File: config.mk
export PLATFORM = sky130hd
export DESIGN_NAME = modular_inverse_flat
export DESIGN_NICKNAME = d
export VERILOG_FILES = /design/src/rtl/mi_pkg.sv /design/src/rtl/mi_req_if.sv /design/src/rtl/mi_rsp_if.sv /design/src/rtl/modular_inverse.sv /design/src/flat_wrapper.sv
export SDC_FILE = /design/constraint.sdc
export NUM_CORES = 1
export LEC_CHECK = 0
export ABC_AREA = 0
export BUFFER_PORTS_ARGS = -buffer_cell sky130_fd_sc_hd__buf_4
export CAP_MARGIN = 20
export CORE_ASPECT_RATIO = 0.75
export CORE_UTILIZATION = 39
export CTS_CLUSTER_SIZE = 24
export DETAILED_ROUTE_END_ITERATION = 16
export SLEW_MARGIN = 20
export SYNTH_ARGS = -nofsm -noshare
export SYNTH_HDL_FRONTEND = slang
export SYNTH_SLANG_ARGS = --single-unit
File: constraint.sdc
create_clock -name clk -period 15 [get_ports clk]
set_clock_uncertainty 0.1 [all_clocks]
set_input_delay 3.75 -clock clk [delete_from_list [all_inputs] [get_ports clk]]
set_output_delay 3.75 -clock clk [all_outputs]
set_load 0.02 [all_outputs]
File: src/rtl/mi_pkg.sv
// modular inverse package: widths, status codes and sequencer states
// used by the channel interfaces and the modular_inverse top level
`timescale 1ns / 1ps

package mi_pkg;

    localparam int WIDTH = 32;
    // cofactor of the modulus needs sign plus headroom for two subtractions
    localparam int COEF_W = WIDTH + 3;

    typedef enum logic [1:0] {
        STATUS_OK      = 2'd0,
        STATUS_NO_INV  = 2'd1,
        STATUS_INVALID = 2'd2
    } status_t;

    typedef enum logic [1:0] {
        ST_IDLE,
        ST_RUN,
        ST_SPECIAL
    } state_t;

endpackage

File: src/rtl/mi_req_if.sv
// request channel of the modular inverse: value and modulus with valid/ready
// depends on mi_pkg
`timescale 1ns / 1ps

interface mi_req_if;
    logic                     valid;
    logic                     ready;
    logic [mi_pkg::WIDTH-1:0] value;
    logic [mi_pkg::WIDTH-1:0] modulus;

    modport source (output valid, output value, output modulus, input ready);
    modport sink   (input valid, input value, input modulus, output ready);
endinterface

File: src/rtl/mi_rsp_if.sv
// response channel of the modular inverse: inverse and status with valid/ready
// depends on mi_pkg
`timescale 1ns / 1ps

interface mi_rsp_if;
    logic                     valid;
    logic                     ready;
    logic [mi_pkg::WIDTH-1:0] inverse;
    mi_pkg::status_t          status;

    modport source (output valid, output inverse, output status, input ready);
    modport sink   (input valid, input inverse, input status, output ready);
endinterface

File: src/rtl/modular_inverse.sv
// a zero operand, modulus one or two even operands pass through the special state to a
// response; other requests go to the run state, one binary gcd step per cycle:
// a halving or a subtraction in the shared unit
// throughput: one request at a time, the next accepted once the result is registered
// reset clears the sequencer and the response valid; operands need no clearing
// depends on mi_pkg, mi_req_if, mi_rsp_if
`timescale 1ns / 1ps

module modular_inverse (
    input  logic clk,
    input  logic rst_n,
    mi_req_if.sink   req,
    mi_rsp_if.source rsp
);

    localparam int W  = mi_pkg::WIDTH;
    localparam int CW = mi_pkg::COEF_W;

    mi_pkg::state_t  state_reg, state_next;

    // invariants: ua*value + ub*modulus == u, va*value + vb*modulus == v
    logic [W-1:0]           u_reg, u_next;
    logic [W-1:0]           v_reg, v_next;
    logic [W-1:0]           ua_reg, ua_next;
    logic [W-1:0]           va_reg, va_next;
    logic signed [CW-1:0]   ub_reg, ub_next;
    logic signed [CW-1:0]   vb_reg, vb_next;
    logic [W-1:0]           a_reg, a_next;
    logic [W-1:0]           m_reg, m_next;
    mi_pkg::status_t        spec_reg, spec_next;

    logic                   out_valid_reg, out_valid_next;
    logic [W-1:0]           out_inverse_reg, out_inverse_next;
    mi_pkg::status_t        out_status_reg, out_status_next;

    // shared step unit
    logic                   do_sub;
    logic                   ge;
    logic                   side_u;
    logic [W-1:0]           op_x, op_y, op_p, op_q;
    logic signed [CW-1:0]   op_bp, op_bq, a_ext;
    logic                   adj;
    logic [W:0]             coef_sum;
    logic                   wrap;
    logic [W-1:0]           coef_new;
    logic signed [CW-1:0]   cof_sum, cof_new;
    logic [W-1:0]           x_new;
    logic                   slot_free;
    logic                   accept;

    assign accept    = req.valid && req.ready;
    assign slot_free = !out_valid_reg || rsp.ready;

    assign req.ready   = (state_reg == mi_pkg::ST_IDLE);
    assign rsp.valid   = out_valid_reg;
    assign rsp.inverse = out_inverse_reg;
    assign rsp.status  = out_status_reg;

    always_comb
    begin
        do_sub = u_reg[0] & v_reg[0];
        ge     = (u_reg >= v_reg);
        // subtract into the larger side, else halve whichever is even (u first)
        side_u = do_sub ? ge : ~u_reg[0];
        op_x   = side_u ? u_reg  : v_reg;
        op_y   = side_u ? v_reg  : u_reg;
        op_p   = side_u ? ua_reg : va_reg;
        op_q   = side_u ? va_reg : ua_reg;
        op_bp  = side_u ? ub_reg : vb_reg;
        op_bq  = side_u ? vb_reg : ub_reg;
        a_ext  = $signed({{(CW - W){1'b0}}, a_reg});
        // odd coefficient pair: move by (modulus, -value) to make both even
        adj    = op_p[0] | op_bp[0];

        if (do_sub)
        begin
            coef_sum = {1'b0, op_p} - {1'b0, op_q};
        end
        else
        begin
            coef_sum = {1'b0, op_p} + (adj ? {1'b0, m_reg} : {(W + 1){1'b0}});
        end
        wrap = do_sub & coef_sum[W];

        if (do_sub)
        begin
            coef_new = wrap ? (coef_sum[W-1:0] + m_reg) : coef_sum[W-1:0];
            cof_sum  = op_bp - op_bq - (wrap ? a_ext : {CW{1'b0}});
            cof_new  = cof_sum;
            x_new    = op_x - op_y;
        end
        else
        begin
            coef_new = coef_sum[W:1];
            cof_sum  = op_bp - (adj ? a_ext : {CW{1'b0}});
            cof_new  = cof_sum >>> 1;
            x_new    = op_x >> 1;
        end
    end

    always_comb
    begin
        state_next       = state_reg;
        u_next           = u_reg;
        v_next           = v_reg;
        ua_next          = ua_reg;
        va_next          = va_reg;
        ub_next          = ub_reg;
        vb_next          = vb_reg;
        a_next           = a_reg;
        m_next           = m_reg;
        spec_next        = spec_reg;
        out_valid_next   = out_valid_reg && !rsp.ready;
        out_inverse_next = out_inverse_reg;
        out_status_next  = out_status_reg;

        case (state_reg)
            mi_pkg::ST_IDLE:
            begin
                if (accept)
                begin
                    a_next  = req.value;
                    m_next  = req.modulus;
                    u_next  = req.value;
                    v_next  = req.modulus;
                    ua_next = {{(W - 1){1'b0}}, 1'b1};
                    ub_next = {CW{1'b0}};
                    va_next = {W{1'b0}};
                    vb_next = {{(CW - 1){1'b0}}, 1'b1};
                    if (req.value == '0 || req.modulus == '0)
                    begin
                        spec_next  = mi_pkg::STATUS_INVALID;
                        state_next = mi_pkg::ST_SPECIAL;
                    end
                    else if (req.modulus == {{(W - 1){1'b0}}, 1'b1})
                    begin
                        spec_next  = mi_pkg::STATUS_OK;
                        state_next = mi_pkg::ST_SPECIAL;
                    end
                    else if (!req.value[0] && !req.modulus[0])
                    begin
                        spec_next  = mi_pkg::STATUS_NO_INV;
                        state_next = mi_pkg::ST_SPECIAL;
                    end
                    else
                    begin
                        state_next = mi_pkg::ST_RUN;
                    end
                end
            end

            mi_pkg::ST_RUN:
            begin
                if (u_reg == '0)
                begin
                    // v holds the gcd, va the inverse when the gcd is one
                    if (slot_free)
                    begin
                        out_valid_next = 1'b1;
                        if (v_reg == {{(W - 1){1'b0}}, 1'b1})
                        begin
                            out_inverse_next = va_reg;
                            out_status_next  = mi_pkg::STATUS_OK;
                        end
                        else
                        begin
                            out_inverse_next = {W{1'b0}};
                            out_status_next  = mi_pkg::STATUS_NO_INV;
                        end
                        state_next = mi_pkg::ST_IDLE;
                    end
                end
                else if (side_u)
                begin
                    u_next  = x_new;
                    ua_next = coef_new;
                    ub_next = cof_new;
                end
                else
                begin
                    v_next  = x_new;
                    va_next = coef_new;
                    vb_next = cof_new;
                end
            end

            mi_pkg::ST_SPECIAL:
            begin
                if (slot_free)
                begin
                    out_valid_next   = 1'b1;
                    out_inverse_next = {W{1'b0}};
                    out_status_next  = spec_reg;
                    state_next       = mi_pkg::ST_IDLE;
                end
            end

            default:
            begin
                state_next = mi_pkg::ST_IDLE;
            end
        endcase
    end

    always_ff @(posedge clk or negedge rst_n)
    begin
        if (!rst_n)
        begin
            state_reg     <= mi_pkg::ST_IDLE;
            out_valid_reg <= 1'b0;
        end
        else
        begin
            state_reg     <= state_next;
            out_valid_reg <= out_valid_next;
        end
    end

    always_ff @(posedge clk)
    begin
        u_reg           <= u_next;
        v_reg           <= v_next;
        ua_reg          <= ua_next;
        va_reg          <= va_next;
        ub_reg          <= ub_next;
        vb_reg          <= vb_next;
        a_reg           <= a_next;
        m_reg           <= m_next;
        spec_reg        <= spec_next;
        out_inverse_reg <= out_inverse_next;
        out_status_reg  <= out_status_next;
    end

`ifndef NO_ASSERTIONS
    a_v_nonzero: assert property (@(posedge clk) disable iff (!rst_n)
        state_reg == mi_pkg::ST_RUN |-> v_reg != '0)
        else $error("gcd operand v reached zero while running");

    a_one_odd: assert property (@(posedge clk) disable iff (!rst_n)
        state_reg == mi_pkg::ST_RUN |-> (u_reg[0] || v_reg[0]))
        else $error("both gcd operands even while running");

    a_coef_range: assert property (@(posedge clk) disable iff (!rst_n)
        state_reg == mi_pkg::ST_RUN |-> (ua_reg < m_reg && va_reg < m_reg))
        else $error("coefficient left the range below the modulus");

    a_finish_on_zero: assert property (@(posedge clk) disable iff (!rst_n)
        (state_reg == mi_pkg::ST_RUN && state_next != mi_pkg::ST_RUN) |-> u_reg == '0)
        else $error("run ended before u reached zero");

    a_busy_until_result: assert property (@(posedge clk) disable iff (!rst_n)
        (state_reg != mi_pkg::ST_IDLE && state_next == mi_pkg::ST_IDLE) |=> out_valid_reg)
        else $error("request finished without a registered response");
`endif

endmodule
File: src/flat_wrapper.sv
// flat-port wrapper written by rule: the top's interface ports become plain ports
module modular_inverse_flat 
  (clk, rst_n, req_valid, req_value, req_modulus, req_ready, rsp_valid, rsp_inverse, rsp_status, rsp_ready);
  mi_req_if req_i ();
  mi_rsp_if rsp_i ();
  input  logic clk;
  input  logic rst_n;
  input wire logic [$bits(req_i.valid)-1:0] req_valid;
  input wire logic [$bits(req_i.value)-1:0] req_value;
  input wire logic [$bits(req_i.modulus)-1:0] req_modulus;
  output wire logic [$bits(req_i.ready)-1:0] req_ready;
  output wire logic [$bits(rsp_i.valid)-1:0] rsp_valid;
  output wire logic [$bits(rsp_i.inverse)-1:0] rsp_inverse;
  output wire logic [$bits(rsp_i.status)-1:0] rsp_status;
  input wire logic [$bits(rsp_i.ready)-1:0] rsp_ready;
  assign req_i.valid = req_valid;
  assign req_i.value = req_value;
  assign req_i.modulus = req_modulus;
  assign req_ready = req_i.ready;
  assign rsp_valid = rsp_i.valid;
  assign rsp_inverse = rsp_i.inverse;
  assign rsp_status = rsp_i.status;
  assign rsp_i.ready = rsp_ready;
  modular_inverse u_core (.clk(clk), .rst_n(rst_n), .req(req_i), .rsp(rsp_i));
endmodule
## After elaboration in Yosys (flattened, before gate mapping)

Cells that the tools add are included.

- Add/subtract/negate cells: 7
- $lt $le $gt $ge: 1
- Eq/ne operators: 11
- Mux-type cells: 61
- Bitwise logic cells: 4
- Reduce and logical (&&, ||, !) cells: 23

Operator list:

| kind | number |
|---|---|
| $mux W32 | 26 |
| $pmux W32 S2 | 5 |
| $mux W35 | 9 |
| $pmux W35 S2 | 2 |
| $sub A35 B35 Y35 | 3 |
| $logic_not A32 Y1 | 3 |
| $eq A32 B1 Y1 const B | 2 |
| $add A32 B33 Y33 | 1 |
| $mux W33 | 1 |
| $sub A32 B32 Y33 | 1 |
| $add A32 B32 Y32 | 1 |
| $ge A32 B32 Y1 | 1 |
| $sub A32 B32 Y32 | 1 |
| $mux W2 | 11 |
| $reduce_and A4 Y1 | 3 |
| $ne A2 B1 Y1 const B | 4 |
| $ne A2 B2 Y1 const B | 3 |
| $pmux W2 S3 | 1 |
| $logic_not A1 Y1 | 4 |
| $mux W1 | 4 |
| $pmux W2 S2 | 1 |
| $reduce_and A2 Y1 | 2 |
| $reduce_bool A2 Y1 | 2 |
| $logic_and A1 B1 Y1 | 3 |
| 11 further kinds | 13 |

- Flip-flop bits (word level): 301
- Input port bits: 68
- Output and inout bits: 36
- Logic and storage cells: 121

## Depth between registers and ports, before layout

- Depth in word-level cells: 14
- Depth in mapped cells: 57
- Depth with buffers taken out: 47

## Worst setup path before layout

OpenSTA, ideal clock, no wires.

- Kind: register to register
- Start: reg u_core.u_reg[13]
- End: reg u_core.ub_reg[34], data pin
- Setup time: 0.277 ns
- Arrival time: 10.069 ns
- Data required time: 14.623 ns
- Path slack: 4.554 ns
- Stages on the path, launching flop included: 51
- Path buffers: 10
- Clock period less this slack: 10.446 ns
- Cell sequence: edfxtp_1 -> ha_1 -> buf_2 -> nand4_1 -> o41ai_4 -> a21o_1 -> buf_6 -> buf_2 -> buf_2 -> o31a_1 -> clkbuf_1 -> clkbuf_1 -> buf_1 -> nand2_1 -> ha_1 -> clkbuf_1 -> nor2_1 -> a31oi_1 -> (+15 left out) -> clkbuf_1 -> nand2_1 -> fa_1 -> ha_1 -> a21o_1 -> a21o_1 -> a21oi_1 -> nand4_1 -> nand3_1 -> a31oi_1 -> a221oi_1 -> o31ai_1 -> a21oi_1 -> o21ai_0 -> a21o_1 -> a21oi_1 -> xnor2_1 -> o22ai_1

- Longest elaborated chain between the ends: 14
- Elaborated cells between the ends (all ways): 21
- Those cells by class: add/sub (5); order compare (1); mux (13); bitwise (2)

Ends and longest elaborated chain:

| item | RTL line | text |
|---|---|---|
| start, declared | modular_inverse.sv:22 | `logic [W-1:0] u_reg, u_next;` |
| start signal, assigned | modular_inverse.sv:221 | `u_reg <= u_next;` |
| $ge A32 B32 Y1 * | modular_inverse.sv:62 | `ge = (u_reg >= v_reg);` |
| $mux W1 * | modular_inverse.sv:64 | `side_u = do_sub ? ge : ~u_reg[0];` |
| $mux W32 / $mux W35 (equally long branches) | modular_inverse.sv:67, modular_inverse.sv:69 |  |
| $or A1 B1 Y1 | modular_inverse.sv:73 | `adj = op_p[0] \| op_bp[0];` |
| $mux W32 | modular_inverse.sv:81 | `coef_sum = {1'b0, op_p} + (adj ? {1'b0, m_reg} : {(W + 1){1'b0}});` |
| $add A32 B33 Y33 | modular_inverse.sv:81 |  |
| $mux W33 | modular_inverse.sv:75 | `if (do_sub)` |
| $and A1 B1 Y1 | modular_inverse.sv:83 | `wrap = do_sub & coef_sum[W];` |
| $mux W32 | modular_inverse.sv:88 | `cof_sum = op_bp - op_bq - (wrap ? a_ext : {CW{1'b0}});` |
| $sub A35 B35 Y35 | modular_inverse.sv:88 |  |
| $mux W35 * | modular_inverse.sv:85 | `if (do_sub)` |
| $mux W35 * | modular_inverse.sv:173 | `else if (side_u)` |
| $mux W35 * | modular_inverse.sv:154 | `if (u_reg == '0)` |
| $pmux W35 S2 * | modular_inverse.sv:117 | `case (state_reg)` |
| end signal, assigned | modular_inverse.sv:225 | `ub_reg <= ub_next;` |
| end, declared | modular_inverse.sv:26 | `logic signed [CW-1:0] ub_reg, ub_next;` |

Mark *: on every way between the ends. The rest lies on a longest branch, timed or not. The select of a mux whose other input is x is not followed.
A chain may end at the register's enable or synchronous reset.

## Worst setup path after layout

- Start: reg u_core.u_reg[0]
- End: reg u_core.ub_reg[34], data pin

- Longest elaborated chain between the ends: 14
- Elaborated cells between the ends (all ways): 23
- Those cells by class: add/sub (5); order compare (1); mux (13); bitwise (4)

Ends and longest elaborated chain:

| item | RTL line |
|---|---|
| $ge A32 B32 Y1, or another cell as far along | modular_inverse.sv:62 |
| $mux W1 | modular_inverse.sv:64 |
| $mux W32 / $mux W35 (equally long branches) | modular_inverse.sv:67, modular_inverse.sv:69 |
| $or A1 B1 Y1 | modular_inverse.sv:73 |
| $mux W32 | modular_inverse.sv:81 |
| $add A32 B33 Y33 | modular_inverse.sv:81 |
| $mux W33 | modular_inverse.sv:75 |
| $and A1 B1 Y1 | modular_inverse.sv:83 |
| $mux W32 | modular_inverse.sv:88 |
| $sub A35 B35 Y35 | modular_inverse.sv:88 |
| $mux W35 * | modular_inverse.sv:85 |
| $mux W35 * | modular_inverse.sv:173 |
| $mux W35 * | modular_inverse.sv:154 |
| $pmux W35 S2 * | modular_inverse.sv:117 |

Marks and branches as above.

==> flow_metrics.tcl <==
set metrics [dict create \
    grt_pass1_vias 20304 \
    fin_cells 3753 \
    cts_root_buf "clkbuf_16" \
    grt_overflow_total 0 \
    yosysWarnings 0 \
    core_area_um2 62270 \
    r2r.worst_path.cells 44 \
    max_stage_delay_ps 650 \
    chipWidth_um 292.6 \
    period_share_pct 86.10 \
    drtIter0Drc 2449 \
    drt-wirelength-per-cell_um 22.24 \
    insertion_delay_ps 570 \
    async_flop_share_pct 0.9967 \
    finalSetupViolCount 0 \
    slew_headroom_pct 29.85 \
    tns_ps 0 \
    drtAntennaViolNets 0 \
    final_nets 3183 \
    critical_path_arrival_ps 13120 \
    cp_common_cell "o21ai_0" \
    tritoncts "yes" \
    layout-drive-gt1-share_pct 7.993 \
    dp_cells 3685 \
    cts_inserted_buffers 37 \
    htree_levels 2 \
    end_kind "flip-flop" \
    fmaxAchievable_ghz 0.07743 \
    timing.rr.end "u_core.ub_reg[34]$_SDFFCE_PN0P_" \
    gp_congestion 0.9408 \
    syn2layout_area_growth_pct 11.12 \
    crit_fanout 74 \
    dieArea_um2 64340 \
    grt_pass1_wl_um 125100 \
    synth_edf_count 298 \
    path_clk_slew_ps 60 \
    drv_cap 0 \
    setup.worst_path.start_class "flip-flop" \
    placed_area_um2 26220 \
    synth_compound_gate_area_share_pct 20.61 \
    synth_cell_types 87 \
    reg2reg_from "u_core.u_reg[0]$_DFFE_PP_" \
    synth-seq-cells 301 \
    path_class "reg -> reg" \
    hold_depth 2 \
    synthFlopType "edfxtp_1" \
    period_needed_ps 12920 \
    wirelength_um 83480 \
    synth_xor_area_share_pct 5.426 \
    outcome "finished, final reports clean" \
    drc_errors 0 \
    port_buffers 103 \
    rsz0062_at_grt "no" \
    synthAdderAreaFrac_pct 11.25 \
    slowest_stage "ha_4" \
    post_cts_buffers 0 \
    ctsResizeCount 0 \
    syn-cell-area_um2 24690 \
    grt.total_usage_pct 25.51 \
    nFillCells 6076 \
    synth_nets 3144 \
    io_pins 104 \
    first_pass_iters 6 \
    synth_top_family_by_area "compound AO/OA/AOI/OAI gates" \
    dpl.hpwl_um 61320 \
    start_util_pct 39.66 \
    fin_util_pct 44.07 \
    slew_violations 0 \
    postSynthCellCount 2875 \
    worstPathRequired_ps 15200 \
    min_to "u_core.state_reg[1]$_DFFE_PN0P_" \
    fin_area_um2 27440 \
    cts_sinks 301 \
    antenna_found_initial 4 \
    grt_max_degree 110 \
    synthSimpleGateAreaFrac_pct 19.50 \
    synthMuxAreaShare_pct 1.510 \
    rrSetupSlack_ps 2080 \
    finalHoldViolCount 0 \
    hold_path_class "reg -> reg" \
    tightest_slew_ps 1048 \
    holdCritStartpoint "u_core.state_reg[1]$_DFFE_PN0P_" \
    die_y_um 219.9 \
    yosysSeqAreaShare_pct 36.54 \
    cts_buffer_depth 3 \
    startpoint "u_core.u_reg[0]$_DFFE_PP_" \
    synth_area_per_cell_um2 8.590 \
    num_rows 79 \
    postCtsHoldBufs 0 \
    viasPerCell 5.859 \
    vias 21988 \
]
[per-layer routing]
metal | share of wire [%] | vias up | global-route usage [%] | wire length (um)
li1 | - | 10369 | - | -
met1 | 49 | 10549 | 39.35 | 40990
met2 | 40 | 964 | 35.03 | 32980
met3 | 9.0 | 106 | 5.325 | 7481
met4 | 2.4 | 0 | 7.400 | 2036
met5 | 0 | - | 0 | 0
[cells in the final DEF (no fill, tap or decap), drive strengths merged, types with 71 or more instances in the layout]
cell type,count
o21ai,177
ha,166
inv,203
xnor2,105
edfxtp,298
a21oi,238
nor2,191
buf,127
a21o,87
nand2,547
and2,71
[cell families after synthesis]
group	Yosys count
simple gates	1071
fa+ha+maj	201
flops	301
compound gates	786
buf+inv	328
xor+xnor	153
mux	35
[layout make-up]
| type | count | area [um2] | area share [%] |
|---|---|---|---|
| multi-input combinational | 2246 | 14470 | 52.71 |
| sequential | 301 | 9024 | 32.88 |
| clock buffer | 48 | 1030 | 3.753 |
| tap | 810 | 1013 | 3.693 |
| timing repair buffer | 127 | 965.9 | 3.520 |
| inverter | 201 | 754.5 | 2.749 |
| clock inverter | 17 | 181.4 | 0.6611 |
| antenna | 3 | 7.507 | 0.02736 |
[through the flow]
step           worst slack (ps)  hold WS (ps)
6_report                   2084         413.9
4_1_cts                    2281         415.2
3_3_place_gp               2501         396.2
5_1_grt                    1177         469.9
2_1_floorplan              4554         375.3
3_5_place_dp               2306         402.0
[cells in the mapped netlist, types with 23 or more instances]
cell type	instances	area (um2)
o21bai_1	33	247.7
o21ai_0	167	835.8
inv_1	200	750.7
nand2b_1	23	143.9
a211oi_1	31	232.7
a31oi_1	32	200.2
nor3_1	42	210.2
nor4_1	39	244.0
fa_1	35	700.7
a21o_1	87	653.1
a21oi_1	237	1186
ha_1	166	2077
xor2_1	48	420.4
clkbuf_1	90	337.8
and2_1	70	437.9
mux2i_1	29	290.3
edfxtp_1	298	8949
xnor2_1	105	919.6
nor2_1	191	716.9
nand4_1	32	200.2
nand3_1	42	210.2
nor2b_1	28	175.2
nand2_1	547	2053
[worst max-delay path by stage]
stage	end	slack, ps	depth (start not counted)
after detailed placement	u_core.ub_reg[34]$_SDFFCE_PN0P_	2310	44
after global routing	u_core.ub_reg[34]$_SDFFCE_PN0P_	1180	44
after CTS	u_core.ub_reg[34]$_SDFFCE_PN0P_	2280	44
after global placement	u_core.ub_reg[34]$_SDFFCE_PN0P_	2500	44
after floorplan	u_core.ub_reg[34]$_SDFFCE_PN0P_	4550	50
final	u_core.ub_reg[34]$_SDFFCE_PN0P_	2080	44
[worst max-delay path: cells and delay by family, from the launching register on]
kind	cells	cell delay (ps)
flops	1	500
xor+xnor	1	140
fa+ha+maj	5	2330
buf+inv	4	1270
simple gates	9	1650
compound gates	25	6600
Power is left out: the tool's default activity adds up to more than one toggle a clock period on the data nets, which glitch-free logic cannot reach.
